<file path="config.mk">
export PLATFORM = sky130hd
export DESIGN_NAME = uart_buffered_tx_rx_queue_unit
export DESIGN_NICKNAME = d
export VERILOG_FILES = /design/src/hdl/ubq_pkg.sv /design/src/hdl/uart_buffered_tx_rx_queue_unit.sv /design/src/hdl/ubq_ring.sv
export SDC_FILE = /design/constraint.sdc
export NUM_CORES = 1
export LEC_CHECK = 0
export BUFFER_PORTS_ARGS = -buffer_cell sky130_fd_sc_hd__buf_2
export CORE_ASPECT_RATIO = 0.6
export CORE_MARGIN = 2
export CORE_UTILIZATION = 45
export CTS_BUF_LIST = sky130_fd_sc_hd__clkbuf_4 sky130_fd_sc_hd__clkbuf_8
export DETAILED_ROUTE_END_ITERATION = 16
export PLACE_DENSITY = 0.7
export SYNTH_ARGS = -nofsm -noshare
export SYNTH_HDL_FRONTEND = slang
export SYNTH_SLANG_ARGS = --single-unit
export TNS_END_PERCENT = 10
</file>
<file path="constraint.sdc">
create_clock -name clock -period 3.95 [get_ports clock]
set_input_delay 0.5925 -clock clock [delete_from_list [all_inputs] [get_ports clock]]
set_output_delay 0.5925 -clock clock [all_outputs]
set_load 0.02 [all_outputs]
</file>
<file path="src/hdl/ubq_pkg.sv">
// ----------------------------------------------------------------------------
// ubq_pkg
// Shared types and codes for the buffered uart transmit/receive queue unit.
// ----------------------------------------------------------------------------
package ubq_pkg;

   // request action codes
   localparam logic [2:0] ACT_SEND    = 3'd0;
   localparam logic [2:0] ACT_TX_DONE = 3'd1;
   localparam logic [2:0] ACT_RX_BYTE = 3'd2;
   localparam logic [2:0] ACT_READ    = 3'd3;
   localparam logic [2:0] ACT_COUNT   = 3'd4;

   // response kind codes
   localparam logic [2:0] KIND_QUEUED    = 3'd0;
   localparam logic [2:0] KIND_LINE_SEND = 3'd1;
   localparam logic [2:0] KIND_WENT_IDLE = 3'd2;
   localparam logic [2:0] KIND_STORED    = 3'd3;
   localparam logic [2:0] KIND_READ_BYTE = 3'd4;
   localparam logic [2:0] KIND_READ_NONE = 3'd5;
   localparam logic [2:0] KIND_COUNT     = 3'd6;
   localparam logic [2:0] KIND_REJECTED  = 3'd7;

   // most read bytes returned for one read request
   localparam logic [3:0] MAX_RESULTS = 4'd15;

   typedef enum logic [1:0] {
      ST_IDLE,
      ST_EXEC,
      ST_READ
   } state_type;

   typedef struct packed {
      logic push;
      logic pop;
   } ring_ctrl_type;

   typedef struct packed {
      logic empty;
      logic full;
   } ring_status_type;

endpackage

</file>
<file path="src/hdl/uart_buffered_tx_rx_queue_unit.sv">
// ----------------------------------------------------------------------------
// uart_buffered_tx_rx_queue_unit
// Transmit ring, receive ring and busy flag for one uart channel.
// ----------------------------------------------------------------------------
//   channel   direction  handshake          payload
//   req_      in         valid / stall      action, data, read_limit
//   rsp_      out        valid / stall      kind, byte_out, ninth_bit,
//                                           fill_count, transmit_busy, last
//   csr_      in         valid / ready      data (parity_bit_enable)
//
// An item is accepted in ST_IDLE, then handled in ST_EXEC, where the ring
// memories are read (prefetched head entry) and written. A read request runs
// in ST_READ: one byte per cycle while the response is not stalled, set by the
// prefetched receive head entry, or one READ_NONE if nothing is waiting.
// A stalled response holds the sequencer; the next item is taken while the
// last response of the previous one waits. Reset is synchronous and clears
// pointers and flags at once; the ring memories get no clearing pass.
// ----------------------------------------------------------------------------
module uart_buffered_tx_rx_queue_unit #(
   parameter int SEND_DEPTH    = 128,
   parameter int RECEIVE_DEPTH = 16
) (
   input  logic       clock,
   input  logic       reset,
   input  logic       req_valid,
   output logic       req_stall,
   input  logic [2:0] req_action,
   input  logic [7:0] req_data,
   input  logic [7:0] req_read_limit,
   output logic       rsp_valid,
   input  logic       rsp_stall,
   output logic [2:0] rsp_kind,
   output logic [7:0] rsp_byte_out,
   output logic       rsp_ninth_bit,
   output logic [3:0] rsp_fill_count,
   output logic       rsp_transmit_busy,
   output logic       rsp_last,
   input  logic       csr_valid,
   output logic       csr_ready,
   input  logic       csr_data
);

   localparam int RPW = $clog2(RECEIVE_DEPTH);

   ubq_pkg::state_type       state_ff, state_in;
   logic [2:0]               act_ff;
   logic [7:0]               data_ff;
   logic [7:0]               limit_ff;
   logic [3:0]               cnt_ff, cnt_in, cnt_next;
   logic                     busy_ff, busy_in;
   logic                     parity_en_ff;

   ubq_pkg::ring_ctrl_type   send_ctrl, recv_ctrl;
   ubq_pkg::ring_status_type send_stat, recv_stat;
   logic [7:0]               send_rd, recv_rd;
   logic [$clog2(SEND_DEPTH)-1:0] send_fill;
   logic [RPW-1:0]           recv_fill;

   logic       req_accept;
   logic       out_free;
   logic       emit;
   logic [2:0] e_kind;
   logic [7:0] e_byte;
   logic       e_ninth;
   logic [3:0] e_fill;
   logic       e_last;

   logic       rsp_valid_ff;
   logic [2:0] rsp_kind_ff;
   logic [7:0] rsp_byte_ff;
   logic       rsp_ninth_ff;
   logic [3:0] rsp_fill_ff;
   logic       rsp_busy_ff;
   logic       rsp_last_ff;

   ubq_ring #(.DEPTH(SEND_DEPTH)) u_send_ring (
      .clock   (clock),
      .reset   (reset),
      .ctrl    (send_ctrl),
      .wr_data (data_ff),
      .rd_data (send_rd),
      .status  (send_stat),
      .fill    (send_fill)
   );

   ubq_ring #(.DEPTH(RECEIVE_DEPTH)) u_recv_ring (
      .clock   (clock),
      .reset   (reset),
      .ctrl    (recv_ctrl),
      .wr_data (data_ff),
      .rd_data (recv_rd),
      .status  (recv_stat),
      .fill    (recv_fill)
   );

   assign req_stall  = (state_ff != ubq_pkg::ST_IDLE);
   assign req_accept = req_valid && !req_stall;
   assign out_free   = !rsp_valid_ff || !rsp_stall;
   assign csr_ready  = 1'b1;
   assign cnt_next   = cnt_ff + 1'b1;

   always_ff @(posedge clock) begin
      if (reset) begin
         state_ff     <= ubq_pkg::ST_IDLE;
         busy_ff      <= 1'b0;
         parity_en_ff <= 1'b0;
         cnt_ff       <= '0;
      end else begin
         state_ff <= state_in;
         busy_ff  <= busy_in;
         cnt_ff   <= cnt_in;
         if (csr_valid && csr_ready) begin
            parity_en_ff <= csr_data;
         end
      end
   end

   always_ff @(posedge clock) begin
      if (req_accept) begin
         act_ff   <= req_action;
         data_ff  <= req_data;
         limit_ff <= req_read_limit;
      end
   end

   always_comb begin
      state_in  = state_ff;
      busy_in   = busy_ff;
      cnt_in    = cnt_ff;
      send_ctrl = '0;
      recv_ctrl = '0;
      emit      = 1'b0;
      e_kind    = ubq_pkg::KIND_QUEUED;
      e_byte    = '0;
      e_ninth   = 1'b0;
      e_fill    = '0;
      e_last    = 1'b1;
      unique case (state_ff)
         ubq_pkg::ST_IDLE: begin
            cnt_in = '0;
            if (req_accept) begin
               priority if (req_action == ubq_pkg::ACT_READ) begin
                  state_in = ubq_pkg::ST_READ;
               end else if (req_action == ubq_pkg::ACT_SEND ||
                            req_action == ubq_pkg::ACT_TX_DONE ||
                            req_action == ubq_pkg::ACT_RX_BYTE ||
                            req_action == ubq_pkg::ACT_COUNT) begin
                  state_in = ubq_pkg::ST_EXEC;
               end else begin
                  // unused action codes leave no trace
                  state_in = ubq_pkg::ST_IDLE;
               end
            end
         end
         ubq_pkg::ST_EXEC: begin
            if (out_free) begin
               emit     = 1'b1;
               state_in = ubq_pkg::ST_IDLE;
               priority if (act_ff == ubq_pkg::ACT_SEND) begin
                  priority if (!busy_ff) begin
                     busy_in = 1'b1;
                     e_kind  = ubq_pkg::KIND_LINE_SEND;
                     e_byte  = data_ff;
                     e_ninth = parity_en_ff & ~^data_ff;
                  end else if (send_stat.full) begin
                     e_kind = ubq_pkg::KIND_REJECTED;
                  end else begin
                     send_ctrl.push = 1'b1;
                     e_kind         = ubq_pkg::KIND_QUEUED;
                  end
               end else if (act_ff == ubq_pkg::ACT_TX_DONE) begin
                  if (!send_stat.empty) begin
                     send_ctrl.pop = 1'b1;
                     e_kind        = ubq_pkg::KIND_LINE_SEND;
                     e_byte        = send_rd;
                     e_ninth       = parity_en_ff & ~^send_rd;
                  end else begin
                     busy_in = 1'b0;
                     e_kind  = ubq_pkg::KIND_WENT_IDLE;
                  end
               end else if (act_ff == ubq_pkg::ACT_RX_BYTE) begin
                  // no overflow check: a full ring wraps to empty
                  recv_ctrl.push = 1'b1;
                  e_kind         = ubq_pkg::KIND_STORED;
               end else begin
                  e_kind = ubq_pkg::KIND_COUNT;
                  e_fill = 4'(recv_fill);
               end
            end
         end
         ubq_pkg::ST_READ: begin
            if (out_free) begin
               emit = 1'b1;
               if (recv_stat.empty) begin
                  e_kind   = ubq_pkg::KIND_READ_NONE;
                  state_in = ubq_pkg::ST_IDLE;
               end else begin
                  recv_ctrl.pop = 1'b1;
                  e_kind        = ubq_pkg::KIND_READ_BYTE;
                  e_byte        = recv_rd;
                  cnt_in        = cnt_next;
                  e_last        = (recv_fill == RPW'(1)) ||
                                  (cnt_next == ubq_pkg::MAX_RESULTS) ||
                                  ({4'b0, cnt_next} == limit_ff);
                  if (e_last) begin
                     state_in = ubq_pkg::ST_IDLE;
                  end
               end
            end
         end
         default: begin
            state_in = ubq_pkg::ST_IDLE;
         end
      endcase
   end

   always_ff @(posedge clock) begin
      if (reset) begin
         rsp_valid_ff <= 1'b0;
      end else if (emit) begin
         rsp_valid_ff <= 1'b1;
      end else if (!rsp_stall) begin
         rsp_valid_ff <= 1'b0;
      end
   end

   always_ff @(posedge clock) begin
      if (emit) begin
         rsp_kind_ff  <= e_kind;
         rsp_byte_ff  <= e_byte;
         rsp_ninth_ff <= e_ninth;
         rsp_fill_ff  <= e_fill;
         rsp_busy_ff  <= busy_in;
         rsp_last_ff  <= e_last;
      end
   end

   assign rsp_valid         = rsp_valid_ff;
   assign rsp_kind          = rsp_kind_ff;
   assign rsp_byte_out      = rsp_byte_ff;
   assign rsp_ninth_bit     = rsp_ninth_ff;
   assign rsp_fill_count    = rsp_fill_ff;
   assign rsp_transmit_busy = rsp_busy_ff;
   assign rsp_last          = rsp_last_ff;

   // queued bytes only exist while the transmitter is busy
   assert property (@(posedge clock) disable iff (reset)
      send_ctrl.push |-> busy_ff)
      else $error("send ring push while transmitter idle");

   assert property (@(posedge clock) disable iff (reset)
      send_ctrl.pop |-> (!send_stat.empty && busy_ff))
      else $error("send ring pop while empty or idle");

   assert property (@(posedge clock) disable iff (reset)
      (req_accept && (req_action == ubq_pkg::ACT_READ)) |=>
         (state_ff == ubq_pkg::ST_READ))
      else $error("read request did not start the read sequence");

   assert property (@(posedge clock) disable iff (reset)
      ($fell(busy_ff) && !$past(reset)) |->
         ($past(act_ff) == ubq_pkg::ACT_TX_DONE && $past(send_stat.empty)))
      else $error("busy cleared without transmit done on empty ring");

   assert property (@(posedge clock) disable iff (reset)
      (emit && (state_ff == ubq_pkg::ST_READ) && !e_last) |=>
         (state_ff == ubq_pkg::ST_READ))
      else $error("read sequence ended before its last byte");

endmodule

</file>
<file path="src/hdl/ubq_ring.sv">
// ----------------------------------------------------------------------------
// ubq_ring
// Byte ring on a synchronous memory; head entry is prefetched every cycle.
// ----------------------------------------------------------------------------
module ubq_ring #(
   parameter int DEPTH = 16
) (
   input  logic                         clock,
   input  logic                         reset,
   input  ubq_pkg::ring_ctrl_type       ctrl,
   input  logic [7:0]                   wr_data,
   output logic [7:0]                   rd_data,
   output ubq_pkg::ring_status_type     status,
   output logic [$clog2(DEPTH)-1:0]     fill
);

   localparam int PW = $clog2(DEPTH);
   localparam logic [PW-1:0] LAST_IDX = PW'(DEPTH - 1);
   localparam logic [PW:0]   DEPTH_W  = (PW + 1)'(DEPTH);

   logic [7:0]    mem [DEPTH];
   logic [7:0]    rd_data_ff;
   logic [PW-1:0] head_ff, head_in;
   logic [PW-1:0] tail_ff, tail_in;
   logic [PW-1:0] head_inc, tail_inc;
   logic [PW:0]   diff;

   assign head_inc = (head_ff == LAST_IDX) ? '0 : head_ff + 1'b1;
   assign tail_inc = (tail_ff == LAST_IDX) ? '0 : tail_ff + 1'b1;
   assign head_in  = ctrl.pop  ? head_inc : head_ff;
   assign tail_in  = ctrl.push ? tail_inc : tail_ff;

   always_ff @(posedge clock) begin
      if (reset) begin
         head_ff <= '0;
         tail_ff <= '0;
      end else begin
         head_ff <= head_in;
         tail_ff <= tail_in;
      end
   end

   // read address follows the next head so rd_data always holds the head entry
   always_ff @(posedge clock) begin
      if (ctrl.push) begin
         mem[tail_ff] <= wr_data;
      end
      if (ctrl.push && (tail_ff == head_in)) begin
         rd_data_ff <= wr_data;
      end else begin
         rd_data_ff <= mem[head_in];
      end
   end

   always_comb begin
      diff = {1'b0, tail_ff} - {1'b0, head_ff};
      if (tail_ff < head_ff) begin
         diff = diff + DEPTH_W;
      end
   end

   assign rd_data      = rd_data_ff;
   assign fill         = diff[PW-1:0];
   assign status.empty = (head_ff == tail_ff);
   assign status.full  = (tail_inc == head_ff);

endmodule

</file>
==> out/results.ini, run 1 <==
[yosys]
netlist_area_sq_um=49000
synth_nets=2677
yosys.cell_types.count=67
syn-instance-count=2636
synthArstFlopShare_pct=0
ys_warn_count=0
ys_ff_latch=1231
syn_area_per_cell_sq_um=18.6
yosysSeqAreaShare_pct=74.6
synth_edf_count=1189
synth_ff_type=edfxtp_1

[timing]
finalSetupViolCount=0
slew_viol_final=0
max_slew.worst_pin.slew_ps=1120
holdWs_ps=255
grt_setup_unrepaired=false
fin_skew_ps=39.6
hold_viol_final=0
achievable-frequency_mhz=261
relSlewSlack_pct=25.1
min_period_ps=3840
finalCritPeriodShare_pct=97.1

[min_path]
hold_path.class=in -> reg
min_to=rsp_valid
min_path_cells=2
hp-start=reset

[global_route]
antenna_found_initial=7
grt_pass1_vias=26700
grt_use_total_pct=22.5
grt_start_max_net_pins=146
grt-ovfl-total=0
grt_pass1_wl_um=182000

[setup_path]
required_ps=4550
worstSetupPathType=reg -> reg
ff2ff_path_depth=13
timing.rr.end=rsp_ninth_bit
cp-end-kind=flip-flop
slowest_delay_ps=560
arrival_ps=4440
crit_chain=buf_4 > buf_6 > mux4_2 > a221oi_1 > buf_4 > nor2_1 > o311ai_0 > nor3_2 > xnor2_1 > buf_4 > xnor2_2 > xnor2_2 > o21ai_1
critPathMostFrequentCell=buf_4
cp-start-kind=flip-flop
timing.reg2reg.setup_slack_ps=110
critPathSlowestCell=mux4_2
path_max_fanout=21

[die]
design.die.area_sq_um=112000
start_util_pct=45.5
die_x_um=430
fp.dieH_um=260
fp-row-count=93
core_sq_um=108000
design.portCount=46

[detailed_routing]
via_count=27400
drc=0
drtPass1Iterations=6
antenna_left=0
routed_wl_um=126000
viasPerCell=6.17
detail_route.wl_per_cell_um=28.3
drt_iter0_markers=3694

[clock_tree]
cts.sinks=1231
clk_pin_slew_ps=70
post-cts-setup-buffers=0
cts_tree=yes
worstSkewPairLatency_ps=870
clockBufferDepth=3
cts-htree-levels=4
cts_buffers=163
root_buffer=clkbuf_8

[cells_and_area]
layout_common_cells=edfxtp_1, nor2_1, mux2i_1, mux4_2, clkbuf_8
final_common_cell=edfxtp_1
drive_gt1_share_pct=23.3
final_nets=2930
final_core_util_pct=51.2
finalNonFillerCells=4436
syn_to_final_growth_pct=12.6

[power]
max-vdd-ir-drop_v=0.000349
p_leak_nw=16.8
total_power_mw=24.3
powerDensity_nw_per_um2=441

[placement]
place.gp.congestion=1.00
dp_cells=4126
post-dp-hpwl_um=79200
io_buffer_count=44

[run]
maxCapViolCount=0

[run_status]
outcome=complete, no violations

-- how the worst max path moves through the flow --
stage / start / slack, ps / to
floorplan: u_send_ring.tail_ff[1] / 740 / u_send_ring.mem[53][0]
global placement: flip-flop / -140 / rsp_ninth_bit
detailed placement: flip-flop / -30 / rsp_ninth_bit
CTS: flip-flop / 20 / rsp_ninth_bit
global route: flip-flop / 10 / rsp_ninth_bit
finish: flip-flop / 110 / rsp_ninth_bit
-- synthesized netlist by cell type (all sizes together), types with 21 or more instances --
cell / n / area [sq um]
o221ai: 64 / 573
clkbuf: 87 / 328
o22ai: 52 / 325
buf: 67 / 571
nand2: 55 / 206
dfxtp: 42 / 841
mux4: 194 / 4410
o21ai: 21 / 105
edfxtp: 1189 / 35700
a211oi: 24 / 180
nor2b: 34 / 213
nand3: 29 / 145
xnor2: 26 / 235
nor3: 92 / 485
a21oi: 36 / 180
mux2i: 201 / 2010
nor2: 221 / 830
-- area by class of cell --
class	instances	area, sq um
Sequential cell	1231	36600
Multi-Input combinational cell	1238	11600
Clock inverter	52	308
Tap cell	1425	1780
Fill cell	8278	52500
Antenna cell	4	10.0
Timing Repair Buffer	242	2050
Inverter	13	48.8
Clock buffer	231	2820
-- power by group --
part	total (mW)	internal [mW]	leakage, nW	switching (mW)
registers	14.4	14.4	11.0	0.0224
logic	0.469	0.0842	4.11	0.385
clock network	9.43	4.73	1.65	4.70
-- metrics by stage --
step                      setup TNS, ps  instance area, sq um  setup WS, ps
after global routing                  0                 55100          12.8
after detailed placement          -31.3                 51700         -31.3
after floorplan                       0                 49000           738
after CTS                             0                 55000          18.1
final                                 0                 55100           115
after global placement             -137                 51700          -137
-- cell families after synthesis --
| kind of cell | share of synthesized area (%) |
|---|---|
| compound gates | 3.81 |
| xor+xnor | 0.802 |
| fa+ha+maj | 0.444 |
| buf+inv | 1.93 |
| flops | 74.6 |
| mux | 13.4 |
| other cells | 0.00766 |
| simple gates | 4.98 |
-- flip-flops by register name, summed over array words and instances (netlist names), 7 cells and up, named ones only --
name and cells:
u_send_ring.mem 1024, u_recv_ring.mem 128, data_ff 8, limit_ff 8
rsp_byte_out 8, u_send_ring.head_ff 7, u_send_ring.tail_ff 7
-- worst max-delay path: cells and delay by family (launching register included) --
family	cells	cell delay [ps]
compound gates	3	780
xor+xnor	3	520
simple gates	2	190
flops	1	490
mux	1	560
buf+inv	4	1000
-- timing repair --
item	in CTS	in global routing
pin swaps	0	1
hold buffers	22	0
setup endpoints to repair	1	1
gates resized for setup	1	11
gates cloned	0	1
hold endpoints to repair	21	0
-- per-layer routing --
metal | GRT usage, % | wire length (um) | vias to the layer above
li1 | - | - | 11200
met1 | 33.5 | 52900 | 14000
met2 | 30.1 | 51400 | 1855
met3 | 9.33 | 18700 | 226
met4 | 6.37 | 2650 | 6
met5 | 0 | 38 | -
Note: power is estimated with default switching activity, not from simulation.
==> inputs of run 2 (changes only) <==
ABC_CLOCK_PERIOD_IN_PS = 3950   (was default)
PLACE_DENSITY = default   (was 0.7)
==> run 2 against run 1 <==
Against the previous run: fmax fell by 2.5%; core utilization rose by 0.81 points; die area did not move; highest routed layer is now met4; routed wire length rose by 6.3%.
==> out/results.ini, run 2 (synthesis results as in run 1) <==
[cells_and_area]
finalNonFillerCells=4542
syn_to_final_growth_pct=14.3
largest_reg_flops=1024
final_nets=3018
final_area_sq_um=56000
fillers=8425
layout_common_cells=edfxtp_1, buf_4, nor2_1, mux2i_1, mux4_2
final_common_cell=edfxtp_1
drive_gt1_share_pct=25.7
reg_top3=u_send_ring.mem (1024), u_recv_ring.mem (128)
final_core_util_pct=52.0
regMostFlops=u_send_ring.mem

[die]
design.portCount=46
core_sq_um=108000
fp.dieH_um=260
start_util_pct=45.5
die_x_um=430
fp-row-count=93
design.die.area_sq_um=112000

[detailed_routing]
antenna_left=0
drt_iter0_markers=3856
routed_wl_um=134000
via_count=27500
drc=0
viasPerCell=6.05
drtPass1Iterations=10
detail_route.wl_per_cell_um=29.4

[timing]
max_slew.worst_pin.slew_ps=1100
finalCritPeriodShare_pct=99.6
fin_skew_ps=39.8
relSlewSlack_pct=25.6
achievable-frequency_mhz=254
tns_ps=0
min_period_ps=3930
holdWs_ps=236
setup_ws_ps=15.9
slew_viol_final=0
hold_viol_final=0
finalSetupViolCount=0

[setup_path]
ff2ff_path_depth=12
path_buf_inv=3
worstSetupPathType=reg -> reg
arrival_ps=4560
cp-end-kind=flip-flop
timing.reg2reg.setup_slack_ps=20
cp_top_family=compound AO/OA/AOI/OAI gates
timing.rr.end=rsp_ninth_bit
required_ps=4570
critPathSlowestCell=a221oi_1
slowest_delay_ps=760
crit_chain=buf_12 > buf_4 > mux4_2 > a221oi_1 > buf_4 > nor2_1 > o311ai_0 > nor3_2 > xor2_1 > xnor2_1 > xnor2_1 > o21ai_1
cp-start-kind=flip-flop
path_max_fanout=26

[min_path]
min_path_cells=2
hold_path.class=in -> reg
min_to=rsp_valid
hp-start=reset

[global_route]
grt_pass1_vias=26700
grt-ovfl-total=0
grt_pass1_wl_um=192000
grt_use_total_pct=24.0
antenna_found_initial=4
grt_start_max_net_pins=146
grt_use_met2_pct=30.7
grt.met3_usage_pct=6.92
met1_usage_pct=39.1
busiest_layer=met1

[run_status]
outcome=complete, no violations

[clock_tree]
clockBufferDepth=3
root_buffer=clkbuf_8
post-cts-setup-buffers=0
cts.sinks=1231
cts_tree=yes
clk_pin_slew_ps=70
worstSkewPairLatency_ps=880
cts_buffers=172
cts-htree-levels=4

[placement]
io_buffer_count=44
place.gp.congestion=0.923
post-dp-hpwl_um=84300
placed_area_sq_um=52400
dp_cells=4206
place_ws_ps=11.4

[power]
total_power_mw=24.9
p_leak_nw=17.4
max-vdd-ir-drop_v=0.000257
powerDensity_nw_per_um2=444

[run]
maxCapViolCount=0

## run 2: layout make-up
| class | instances | area, sq um | share of cell area [%] |
|---|---|---|---|
| timing repair buffer | 321 | 2690 | 4.81 |
| tap | 1425 | 1780 | 3.18 |
| antenna | 1 | 2.50 | 0.00447 |
| multi-input combinational | 1238 | 11500 | 20.6 |
| clock inverter | 66 | 414 | 0.739 |
| sequential | 1231 | 36600 | 65.3 |
| clock buffer | 247 | 2970 | 5.31 |
| inverter | 13 | 48.8 | 0.0871 |
## run 2: what timing repair did
item	CTS	global route
setup endpoints to repair	1	17
cloned	0	0
hold endpoints to repair	21	0
pin swaps	0	1
resized for setup	1	7
hold buffers	22	0
## run 2: power by group
part	total [mW]	switching (mW)	internal (mW)
Clock	9.95	4.84	5.11
Combinational	0.478	0.391	0.0876
Sequential	14.4	0.0202	14.4
Total	24.9	5.25	19.6
## run 2: how the worst max path moves through the flow
stage                                         to  slack [ps]  depth (start not counted)
final                              rsp_ninth_bit          20                         12
after global routing               rsp_ninth_bit          -6                         14
after CTS                          rsp_ninth_bit          60                         12
after detailed placement           rsp_ninth_bit          10                         14
after global placement             rsp_ninth_bit         -70                         14
after floorplan           u_send_ring.mem[53][0]         740                         12
## run 2: layer usage
| layer | up-vias | share of wire [%] |
|---|---|---|
| li1 | 11400 | - |
| met1 | 14400 | 46 |
| met2 | 1513 | 40 |
| met3 | 177 | 12 |
| met4 | 0 | 1.9 |
| met5 | - | 0 |
